[config.mk]
export PLATFORM = sky130hd
export DESIGN_NAME = running_median_filter_1d_unit
export DESIGN_NICKNAME = d
export VERILOG_FILES = /design/src/hdl/rmf_pkg.sv /design/src/hdl/rmf_front.sv /design/src/hdl/rmf_fifo.sv /design/src/hdl/rmf_back.sv /design/src/hdl/running_median_filter_1d_unit.sv
export VERILOG_INCLUDE_DIRS = /design/src /design/src/hdl
export SDC_FILE = /design/constraint.sdc
export NUM_CORES = 1
export LEC_CHECK = 0
export BUFFER_PORTS_ARGS = -buffer_cell sky130_fd_sc_hd__buf_2
export CAP_MARGIN = 15
export CORE_MARGIN = 2
export CORE_UTILIZATION = 40
export CTS_CLUSTER_DIAMETER = 200
export DETAILED_ROUTE_END_ITERATION = 8
export PLACE_DENSITY = 0.61
export SLEW_MARGIN = 40
export SYNTH_ARGS = -nofsm -noshare
export SYNTH_HDL_FRONTEND = slang
export SYNTH_SLANG_ARGS = --single-unit
[constraint.sdc]
create_clock -name clk_i -period 50.2 [get_ports clk_i]
set_input_delay 7.53 -clock clk_i [delete_from_list [all_inputs] [get_ports clk_i]]
set_output_delay 7.53 -clock clk_i [all_outputs]
set_load 0.03 [all_outputs]
[src/hdl/running_median_filter_1d_unit_macros.svh]
// Assertion macros shared by the running median filter RTL.
`ifndef RUNNING_MEDIAN_FILTER_1D_UNIT_MACROS_SVH
`define RUNNING_MEDIAN_FILTER_1D_UNIT_MACROS_SVH

// Same-cycle implication, sampled on clk_i, off while rst_ni is low.
`define RMF_ASSERT_IMPL(lbl, ante, cons, msg) \
  lbl: assert property (@(posedge clk_i) disable iff (!rst_ni) (ante) |-> (cons)) \
    else $error(msg);

// Next-cycle implication, sampled on clk_i, off while rst_ni is low.
`define RMF_ASSERT_NEXT(lbl, ante, cons, msg) \
  lbl: assert property (@(posedge clk_i) disable iff (!rst_ni) (ante) |=> (cons)) \
    else $error(msg);

`endif

[src/hdl/rmf_pkg.sv]
// Shared types and constants of the running median filter.
package rmf_pkg;

  localparam int unsigned KW             = 4;
  localparam int unsigned DW             = 32;
  localparam int unsigned MAX_KERNEL_DEF = 15;
  localparam int unsigned SAMPLE_BITS    = 32;
  localparam int unsigned EXT_BITS       = (SAMPLE_BITS > 32) ? 32 :
                                           ((SAMPLE_BITS < 8) ? 8 : SAMPLE_BITS);
  localparam int unsigned QUEUE_DEPTH    = 2;
  localparam int unsigned CFG_IW         = 4;

  localparam logic [CFG_IW-1:0] CFG_KERNEL = 4'd0;
  localparam logic [CFG_IW-1:0] CFG_KIND   = 4'd1;

  localparam logic [KW-1:0] KERNEL_RESET = 4'd3;
  localparam logic [KW-1:0] KERNEL_MIN   = 4'd2;

  typedef enum logic [1:0] {
    KIND_U8     = 2'd0,
    KIND_S16    = 2'd1,
    KIND_WIDE_A = 2'd2,
    KIND_WIDE_B = 2'd3
  } kind_e;

  typedef enum logic [1:0] {
    ST_OK     = 2'd0,
    ST_KERNEL = 2'd1,
    ST_SHORT  = 2'd2
  } status_e;

  // Effective kernel length and its half
  typedef struct packed {
    logic [KW-1:0] k;
    logic [KW-1:0] half;
  } kcfg_t;

  // Classified request handed from front to back
  typedef struct packed {
    logic signed [DW-1:0] sample;
    logic                 shift;
    logic                 compute;
    logic [KW-1:0]        cnt;
    logic                 err;
    status_e              code;
    logic                 last;
  } cmd_t;

endpackage

[src/hdl/rmf_front.sv]
// Front end: configuration registers, sample extension and request classification.
module rmf_front #(
  parameter int unsigned MAX_KERNEL = rmf_pkg::MAX_KERNEL_DEF
) (
  input  logic                             clk_i,
  input  logic                             rst_ni,
  input  logic                             cfg_valid_i,
  output logic                             cfg_ready_o,
  input  logic [rmf_pkg::CFG_IW-1:0]       cfg_index_i,
  input  logic [rmf_pkg::DW-1:0]           cfg_data_i,
  input  logic                             push_i,
  input  logic                             full_i,
  input  logic signed [rmf_pkg::DW-1:0]    sample_i,
  input  logic                             row_end_i,
  output rmf_pkg::cmd_t                    cmd_o,
  output logic                             cmd_we_o,
  output rmf_pkg::kcfg_t                   kcfg_o
);

  localparam int unsigned KW       = rmf_pkg::KW;
  localparam int unsigned MAXK_ODD = (MAX_KERNEL % 2 == 0) ? MAX_KERNEL - 1 : MAX_KERNEL;
  localparam int unsigned KMAX_REG = (1 << KW) - 1;
  localparam int unsigned K_CAP    = (MAXK_ODD > KMAX_REG) ? KMAX_REG : MAXK_ODD;
  localparam int unsigned SH       = rmf_pkg::DW - rmf_pkg::EXT_BITS;

  logic [KW-1:0]          kernel_q;
  rmf_pkg::kind_e         kind_q;
  logic [KW-1:0]          fill_q, fill_d, fill_inc;
  logic [KW-1:0]          k_odd, k, half;
  logic                   kernel_err;
  logic                   cfg_we, cfg_hit, accept;
  logic signed [rmf_pkg::DW-1:0] ext;
  rmf_pkg::cmd_t          cmd;

  assign cfg_ready_o = 1'b1;
  assign cfg_we      = cfg_valid_i;
  assign cfg_hit     = cfg_we && ((cfg_index_i == rmf_pkg::CFG_KERNEL) ||
                                  (cfg_index_i == rmf_pkg::CFG_KIND));
  assign accept      = push_i && !full_i;

  // Hold configuration registers
  always_ff @(posedge clk_i or negedge rst_ni) begin
    if (!rst_ni) begin
      kernel_q <= rmf_pkg::KERNEL_RESET;
      kind_q   <= rmf_pkg::KIND_U8;
    end else if (cfg_we) begin
      if (cfg_index_i == rmf_pkg::CFG_KERNEL) begin
        kernel_q <= cfg_data_i[KW-1:0];
      end else if (cfg_index_i == rmf_pkg::CFG_KIND) begin
        kind_q <= rmf_pkg::kind_e'(cfg_data_i[1:0]);
      end
    end
  end

  // Raise even kernels by one, cap at the largest odd length that fits the window
  always_comb begin
    k_odd = kernel_q | KW'(1);
    if (32'(k_odd) > K_CAP) begin
      k = KW'(K_CAP);
    end else begin
      k = k_odd;
    end
    half = k >> 1;
  end

  assign kernel_err  = kernel_q < rmf_pkg::KERNEL_MIN;
  assign kcfg_o.k    = k;
  assign kcfg_o.half = half;

  // Extend the sample per kind
  always_comb begin
    unique case (kind_q)
      rmf_pkg::KIND_U8:  ext = {{(rmf_pkg::DW-8){1'b0}}, sample_i[7:0]};
      rmf_pkg::KIND_S16: ext = {{(rmf_pkg::DW-16){sample_i[15]}}, sample_i[15:0]};
      default:           ext = $signed(sample_i << SH) >>> SH;
    endcase
  end

  // Classify the request: kernel error, shift, compute, result count, row end handling
  always_comb begin
    fill_inc    = (fill_q < k) ? fill_q + KW'(1) : fill_q;
    cmd         = '0;
    cmd.sample  = ext;
    cmd.code    = rmf_pkg::ST_OK;
    fill_d      = fill_q;
    if (kernel_err) begin
      cmd.err  = row_end_i;
      cmd.code = rmf_pkg::ST_KERNEL;
      fill_d   = '0;
    end else begin
      cmd.shift = 1'b1;
      fill_d    = fill_inc;
      if (fill_q < k) begin
        if (fill_inc == k) begin
          cmd.compute = 1'b1;
          cmd.cnt     = half + KW'(1);
        end
      end else begin
        cmd.compute = 1'b1;
        cmd.cnt     = KW'(1);
      end
      if (row_end_i) begin
        fill_d = '0;
        if (fill_inc < k) begin
          cmd.err  = 1'b1;
          cmd.code = rmf_pkg::ST_SHORT;
        end else begin
          cmd.cnt  = cmd.cnt + half;
          cmd.last = 1'b1;
        end
      end
    end
  end

  // Track samples held in the current row; a kernel or kind write restarts it
  always_ff @(posedge clk_i or negedge rst_ni) begin
    if (!rst_ni) begin
      fill_q <= '0;
    end else if (cfg_hit) begin
      fill_q <= '0;
    end else if (accept) begin
      fill_q <= fill_d;
    end
  end

  assign cmd_o    = cmd;
  assign cmd_we_o = accept;

endmodule

[src/hdl/rmf_fifo.sv]
// Small register queue that decouples the front end from the back end.
`include "running_median_filter_1d_unit_macros.svh"

module rmf_fifo #(
  parameter int unsigned WIDTH = 8,
  parameter int unsigned DEPTH = rmf_pkg::QUEUE_DEPTH
) (
  input  logic             clk_i,
  input  logic             rst_ni,
  input  logic             wr_i,
  input  logic [WIDTH-1:0] wdata_i,
  output logic             full_o,
  input  logic             rd_i,
  output logic [WIDTH-1:0] rdata_o,
  output logic             empty_o
);

  localparam int unsigned PW = (DEPTH > 1) ? $clog2(DEPTH) : 1;
  localparam int unsigned CW = $clog2(DEPTH + 1);

  logic [WIDTH-1:0] mem_q [DEPTH];
  logic [PW-1:0]    wptr_q, rptr_q;
  logic [CW-1:0]    cnt_q;

  assign full_o  = cnt_q == CW'(DEPTH);
  assign empty_o = cnt_q == '0;
  assign rdata_o = mem_q[rptr_q];

  // Store the incoming request
  always_ff @(posedge clk_i) begin
    if (wr_i) begin
      mem_q[wptr_q] <= wdata_i;
    end
  end

  // Advance pointers and occupancy
  always_ff @(posedge clk_i or negedge rst_ni) begin
    if (!rst_ni) begin
      wptr_q <= '0;
      rptr_q <= '0;
      cnt_q  <= '0;
    end else begin
      if (wr_i) begin
        wptr_q <= (wptr_q == PW'(DEPTH - 1)) ? '0 : wptr_q + PW'(1);
      end
      if (rd_i) begin
        rptr_q <= (rptr_q == PW'(DEPTH - 1)) ? '0 : rptr_q + PW'(1);
      end
      if (wr_i && !rd_i) begin
        cnt_q <= cnt_q + CW'(1);
      end else if (rd_i && !wr_i) begin
        cnt_q <= cnt_q - CW'(1);
      end
    end
  end

  `RMF_ASSERT_IMPL(a_no_overflow, wr_i, !full_o, "queue written while full")
  `RMF_ASSERT_IMPL(a_no_underflow, rd_i, !empty_o, "queue read while empty")

endmodule

[src/hdl/rmf_back.sv]
// Back end: sample window, rank search for the median, and result register.
`include "running_median_filter_1d_unit_macros.svh"

module rmf_back #(
  parameter int unsigned MAX_KERNEL = rmf_pkg::MAX_KERNEL_DEF
) (
  input  logic                          clk_i,
  input  logic                          rst_ni,
  input  rmf_pkg::kcfg_t                kcfg_i,
  input  logic                          q_empty_i,
  input  rmf_pkg::cmd_t                 q_data_i,
  output logic                          q_rd_o,
  input  logic                          pop_i,
  output logic                          empty_o,
  output logic signed [rmf_pkg::DW-1:0] median_o,
  output logic                          last_o,
  output logic [1:0]                    status_o
);

  localparam int unsigned KW   = rmf_pkg::KW;
  localparam int unsigned KREG = (1 << KW) - 1;
  localparam int unsigned WIN  = (MAX_KERNEL < KREG) ? MAX_KERNEL : KREG;
  localparam int unsigned IW   = $clog2(WIN);

  typedef enum logic [3:0] {
    S_IDLE   = 4'b0001,
    S_SEARCH = 4'b0010,
    S_EMIT   = 4'b0100,
    S_ERR    = 4'b1000
  } bstate_e;

  bstate_e                       state_q, state_d;
  logic signed [rmf_pkg::DW-1:0] win_q [WIN];
  logic [KW-1:0]                 cand_q, cand_d, cnt_q, cnt_d, rank;
  logic                          last_q, last_d;
  rmf_pkg::status_e              code_q, code_d;
  logic signed [rmf_pkg::DW-1:0] med_q, med_d, cand_val;
  logic [WIN-1:0]                hit;
  logic                          found, win_shift, slot_free, out_we;
  logic                          out_valid_q;
  logic signed [rmf_pkg::DW-1:0] out_med_q, out_med_d;
  logic                          out_last_q, out_last_d;
  rmf_pkg::status_e              out_status_q, out_status_d;

  // Shift the new sample into the window
  always_ff @(posedge clk_i) begin
    if (win_shift) begin
      win_q[0] <= q_data_i.sample;
      for (int i = 1; i < WIN; i++) begin
        win_q[i] <= win_q[i-1];
      end
    end
  end

  // Stable rank of the candidate: smaller entries plus equal entries ahead of it
  always_comb begin
    cand_val = win_q[cand_q[IW-1:0]];
    for (int j = 0; j < WIN; j++) begin
      hit[j] = (KW'(j) < kcfg_i.k) &&
               ((win_q[j] < cand_val) || ((win_q[j] == cand_val) && (KW'(j) < cand_q)));
    end
    rank  = KW'($countones(hit));
    found = rank == kcfg_i.half;
  end

  assign slot_free = !out_valid_q || pop_i;

  // Sequence one request: search, then emit its results, or emit its error result
  always_comb begin
    state_d      = state_q;
    cand_d       = cand_q;
    cnt_d        = cnt_q;
    last_d       = last_q;
    code_d       = code_q;
    med_d        = med_q;
    q_rd_o       = 1'b0;
    win_shift    = 1'b0;
    out_we       = 1'b0;
    out_med_d    = med_q;
    out_last_d   = 1'b0;
    out_status_d = rmf_pkg::ST_OK;
    unique case (state_q)
      S_IDLE: begin
        if (!q_empty_i) begin
          q_rd_o    = 1'b1;
          win_shift = q_data_i.shift;
          cnt_d     = q_data_i.cnt;
          last_d    = q_data_i.last;
          code_d    = q_data_i.code;
          cand_d    = '0;
          if (q_data_i.compute) begin
            state_d = S_SEARCH;
          end else if (q_data_i.err) begin
            state_d = S_ERR;
          end
        end
      end
      S_SEARCH: begin
        if (found) begin
          med_d   = cand_val;
          state_d = S_EMIT;
        end else begin
          cand_d = cand_q + KW'(1);
        end
      end
      S_EMIT: begin
        if (slot_free) begin
          out_we     = 1'b1;
          out_last_d = last_q && (cnt_q == KW'(1));
          cnt_d      = cnt_q - KW'(1);
          if (cnt_q == KW'(1)) begin
            state_d = S_IDLE;
          end
        end
      end
      S_ERR: begin
        if (slot_free) begin
          out_we       = 1'b1;
          out_med_d    = '0;
          out_last_d   = 1'b1;
          out_status_d = code_q;
          state_d      = S_IDLE;
        end
      end
      default: begin
        state_d = S_IDLE;
      end
    endcase
  end

  // Hold sequencer state
  always_ff @(posedge clk_i or negedge rst_ni) begin
    if (!rst_ni) begin
      state_q <= S_IDLE;
      cand_q  <= '0;
      cnt_q   <= '0;
      last_q  <= 1'b0;
      code_q  <= rmf_pkg::ST_OK;
    end else begin
      state_q <= state_d;
      cand_q  <= cand_d;
      cnt_q   <= cnt_d;
      last_q  <= last_d;
      code_q  <= code_d;
    end
  end

  always_ff @(posedge clk_i) begin
    med_q <= med_d;
  end

  // Result register: load when free, drop on pop
  always_ff @(posedge clk_i or negedge rst_ni) begin
    if (!rst_ni) begin
      out_valid_q <= 1'b0;
    end else if (out_we) begin
      out_valid_q <= 1'b1;
    end else if (pop_i) begin
      out_valid_q <= 1'b0;
    end
  end

  always_ff @(posedge clk_i) begin
    if (out_we) begin
      out_med_q    <= out_med_d;
      out_last_q   <= out_last_d;
      out_status_q <= out_status_d;
    end
  end

  assign empty_o  = !out_valid_q;
  assign median_o = out_med_q;
  assign last_o   = out_last_q;
  assign status_o = out_status_q;

  `RMF_ASSERT_IMPL(a_search_range, state_q == S_SEARCH, cand_q < kcfg_i.k, "rank search overran kernel")
  `RMF_ASSERT_IMPL(a_emit_count, state_q == S_EMIT, cnt_q != '0, "emit with no results left")
  `RMF_ASSERT_NEXT(a_compute_search, q_rd_o && q_data_i.compute, state_q == S_SEARCH, "compute request skipped search")

endmodule

[src/hdl/running_median_filter_1d_unit.sv]
// Running median filter over a row of samples: front end, request queue, back end.
//
// Usage: write kernel_size (index 0) and sample_kind (index 1) on the cfg channel
// while the block is idle; a write to either restarts the row. Push one sample per
// request with row_end marking the row's last sample; pop results while empty is low.
// Each result carries the median, a last flag on the row's final result and a status.
// Flow: the queue registers an accepted request, the back end takes it from the queue
// while idle, the rank search then tests one candidate per cycle until it finds the
// median, and each result enters the result register when it is free; further results
// follow one per cycle while the receiver pops each one.
// The back end takes no new request until it has emitted every result of the last one,
// as it has a single rank-search unit; the two-entry queue lets the front end keep
// taking samples during that time until it fills.
// Reset clears the configuration to kernel 3 and 8-bit unsigned, empties the queue
// and result register and starts a new row; there is no clearing pass.
// When the receiver stalls, the result register holds its value, the back end waits,
// the queue fills and full rises.
module running_median_filter_1d_unit #(
  parameter int unsigned MAX_KERNEL = rmf_pkg::MAX_KERNEL_DEF
) (
  input  logic                          clk_i,
  input  logic                          rst_ni,
  input  logic                          cfg_valid_i,
  output logic                          cfg_ready_o,
  input  logic [rmf_pkg::CFG_IW-1:0]    cfg_index_i,
  input  logic [rmf_pkg::DW-1:0]        cfg_data_i,
  input  logic                          push,
  output logic                          full,
  input  logic signed [rmf_pkg::DW-1:0] sample_i,
  input  logic                          row_end_i,
  input  logic                          pop,
  output logic                          empty,
  output logic signed [rmf_pkg::DW-1:0] median_o,
  output logic                          last_o,
  output logic [1:0]                    status_o
);

  localparam int unsigned CMD_W = $bits(rmf_pkg::cmd_t);

  rmf_pkg::cmd_t  cmd_in, cmd_out;
  rmf_pkg::kcfg_t kcfg;
  logic           cmd_we, q_full, q_empty, q_rd;

  assign full = q_full;

  rmf_front #(
    .MAX_KERNEL(MAX_KERNEL)
  ) u_front (
    .clk_i      (clk_i),
    .rst_ni     (rst_ni),
    .cfg_valid_i(cfg_valid_i),
    .cfg_ready_o(cfg_ready_o),
    .cfg_index_i(cfg_index_i),
    .cfg_data_i (cfg_data_i),
    .push_i     (push),
    .full_i     (q_full),
    .sample_i   (sample_i),
    .row_end_i  (row_end_i),
    .cmd_o      (cmd_in),
    .cmd_we_o   (cmd_we),
    .kcfg_o     (kcfg)
  );

  rmf_fifo #(
    .WIDTH(CMD_W),
    .DEPTH(rmf_pkg::QUEUE_DEPTH)
  ) u_fifo (
    .clk_i  (clk_i),
    .rst_ni (rst_ni),
    .wr_i   (cmd_we),
    .wdata_i(cmd_in),
    .full_o (q_full),
    .rd_i   (q_rd),
    .rdata_o(cmd_out),
    .empty_o(q_empty)
  );

  rmf_back #(
    .MAX_KERNEL(MAX_KERNEL)
  ) u_back (
    .clk_i    (clk_i),
    .rst_ni   (rst_ni),
    .kcfg_i   (kcfg),
    .q_empty_i(q_empty),
    .q_data_i (cmd_out),
    .q_rd_o   (q_rd),
    .pop_i    (pop),
    .empty_o  (empty),
    .median_o (median_o),
    .last_o   (last_o),
    .status_o (status_o)
  );

endmodule
==> flow_metrics.py <==
metrics = {
    "outcome": {
        "status": "completed",
    },
    "timing": {
        "relSlewSlack_pct": 39.5,
        "fmax_mhz": 98.1,
        "rsz0062_at_grt": "no",
        "drv_slew": 0,
        "post-route-period-util_pct": 20.3,
        "hold_violations": 0,
        "fin_tns_setup_ps": 0,
        "worst_clock_skew_ps": 26.2,
        "timing.final.crit_period_ps": 10200,
        "worst_slack_ps": 40000,
        "tightest_slew_ps": 900,
        "setup_viol": 0,
    },
    "detailed_routing": {
        "wl_per_cell_um": 25.4,
        "drc": 0,
        "drt-pass1-iter-count": 5,
        "vias": 23600,
        "drt.antenna.violating_nets": 0,
        "viasPerCell": 5.94,
        "wl_mm": 101,
        "drt_iter0_markers": 2260,
    },
    "worst_setup_path": {
        "required_ps": 50470,
        "ff2ff_setup_slack_ps": 40000,
        "cp_common_cell": "fa_1",
        "cp_top_family": "adder cells",
        "max_stage_delay_ps": 800,
        "critPathArrivalTime_ps": 10470,
        "worst-path-buf-inv": 6,
        "crit_type": "register to register",
        "r2r_end": "u_back.med_q[21]",
        "crit_cells": 25,
        "cp_max_fo": 34,
        "r2r-start": "u_back.cand_q[0]",
        "start_kind": "register",
        "crit_slowest_cell": "nor3_1",
        "r2r_cells": 25,
        "endpoint_kind": "register",
    },
    "finish": {
        "antenna_cells": 0,
        "fin_cells": 3973,
        "drive_above_1_share_pct": 15.8,
        "final_cell_mix": "631 x edfxtp_1, 507 x ha_1, 175 x a21oi_1",
        "final_common_cell": "edfxtp_1",
        "synthToLayoutAreaGrowth_pct": 12.1,
        "nets": 3325,
    },
    "min_path": {
        "min_to": "u_back.win_q[5][0]",
        "hp-class": "register to register",
        "min_from": "u_back.win_q[4][0]",
        "whs_path_depth": 0,
    },
    "placement": {
        "numPlacedInstances": 3829,
        "dp_hpwl_mm": 73.6,
        "gp_congestion": 0.909,
        "port_buffers": 82,
        "post-place-ws_ps": 39920,
    },
    "floorplan": {
        "fp.dieH_um": 307,
        "fp.dieW_um": 307,
        "io_pins": 112,
        "initial_core_util_pct": 40.5,
        "core_sq_um": 90400,
        "die_area_sq_um": 94000,
        "rows": 110,
    },
    "clocking": {
        "post_cts_buffers": 0,
        "cts.clk_slew.worst_paths_ps": 60,
        "cts_sinks": 660,
        "numCtsBuffers": 77,
        "cts-root-buf": "clkbuf_16",
        "ctsHoldBuffers": 0,
        "ctsResizeCount": 0,
        "clock_latency_ps": 660,
        "htreeDepth": 3,
        "cts_tree": "done",
        "clk_path_buf_depth": 3,
    },
    "logic_synthesis": {
        "synthCells": 2605,
        "synth_edf_count": 631,
        "ys.warnings.count": 0,
        "ys_ff_latch": 660,
        "async_flop_share_pct": 4.39,
        "synth_flop_cell": "edfxtp_1",
        "syn_area_sq_um": 36600,
        "syn-num-nets": 3197,
        "synth_sequential_area_ratio_pct": 53.7,
        "synthDistinctLibCells": 70,
        "avgSynthCellArea_sq_um": 14.1,
    },
    "global_route": {
        "overflow": 0,
        "grt.total_usage_pct": 21.5,
        "grt_max_degree": 164,
        "grt_pass1_vias": 24100,
        "antenna_found_initial": 6,
        "grt_pass1_wl_mm": 152,
    },
    "flow_run": {
        "drv_cap": 0,
    },
}
-- through the flow --
stage | hold WS, ps | utilization, % | instance area [sq um]
global route | 477 | 45.4 | 41100
finish | 457 | 45.4 | 41100
global placement | 432 | 42.5 | 38400
CTS | 454 | 45.4 | 41000
floorplan | 426 | - | 36600
detailed placement | 440 | 42.6 | 38500
-- registers in the layout, indices dropped and copies added, names as in the netlist --
name	flops
u_back.cand_q	4
u_back.cnt_q	4
u_back.code_q	2
u_back.last_o	1
u_back.last_q	1
u_back.med_q	32
u_back.median_o	32
u_back.out_valid_q	1
u_back.state_q	4
u_back.status_o	2
u_back.win_q	480
u_fifo.cnt_q	2
u_fifo.mem_q	84
u_fifo.rptr_q	1
u_fifo.wptr_q	1
u_front.fill_q	4
u_front.kernel_q	3
u_front.kind_q	2
-- synthesized netlist by cell type, types with 38 or more instances --
cell type | number | area (sq um)
edfxtp_1 | 631 | 18900
ha_1 | 507 | 6340
a21oi_1 | 175 | 876
nand2_1 | 174 | 653
mux4_2 | 125 | 2820
o21ai_0 | 114 | 571
nand4_1 | 98 | 613
a21o_1 | 91 | 683
nor2_1 | 66 | 248
inv_1 | 61 | 229
mux2i_1 | 44 | 440
nor3_1 | 38 | 190
-- cells by family (layout without fill, tap and decap cells) --
| family | after synthesis | count (layout) | share of synthesized area [%] |
|---|---|---|---|
| AO/OA/AOI/OAI | 506 | 506 | 8.55 |
| XOR/XNOR | 20 | 20 | 0.478 |
| adder cells (fa/ha/maj) | 518 | 518 | 17.9 |
| buffers and inverters | 150 | 342 | 1.72 |
| flip-flops | 660 | 660 | 53.7 |
| multiplexers | 206 | 206 | 10.0 |
| other | 1 | 1 | 0.0102 |
| AND/OR/NAND/NOR | 544 | 544 | 7.59 |
-- worst reg2reg max path, stage by stage (launching register included) --
cell	delay, ps
dfrtp_4	650
buf_4	660
buf_4	740
mux4_2	640
mux4_2	560
inv_2	320
ha_1	210
nand4_1	210
nor3_1	800
o21ai_0	420
nor4b_1	260
a211oi_1	190
o21ai_0	130
ha_1	320
fa_1	540
inv_1	50
fa_1	500
inv_1	60
fa_1	490
ha_1	250
fa_1	390
xnor2_1	200
xnor2_1	90
nor3_1	310
nand3_1	250
inv_4	500
-- area by class of cell --
class	count	area (sq um)
sequential	660	19700
multi-input combinational	1795	16400
fill	7901	49300
clock buffer	92	1990
inverter	91	344
clock inverter	51	495
tap	1176	1470
timing repair buffer	108	684
-- worst max-delay path by stage --
stage	start	slack (ps)	endpoint
floorplan	u_back.state_q[0]	27560	u_back.win_q[0][0]
global placement	u_back.cand_q[0]	39300	u_back.med_q[25]
detailed placement	u_back.cand_q[0]	39920	u_back.med_q[21]
CTS	u_back.cand_q[0]	39920	u_back.med_q[6]
global route	u_back.cand_q[0]	39460	u_back.med_q[21]
finish	u_back.cand_q[0]	40000	u_back.med_q[21]
-- per-layer routing --
layer  track usage (%)  share of wire, %  up-vias
met1              29.9                44    11900
li1                  -                 -    10700
met4              6.73               2.7        2
met3              3.42               7.2      145
met5                 0            0.0089        -
met2              34.5                46      838
Power is not shown: default switching activity piles up to over one toggle a cycle in this logic, so the estimate is an artifact.
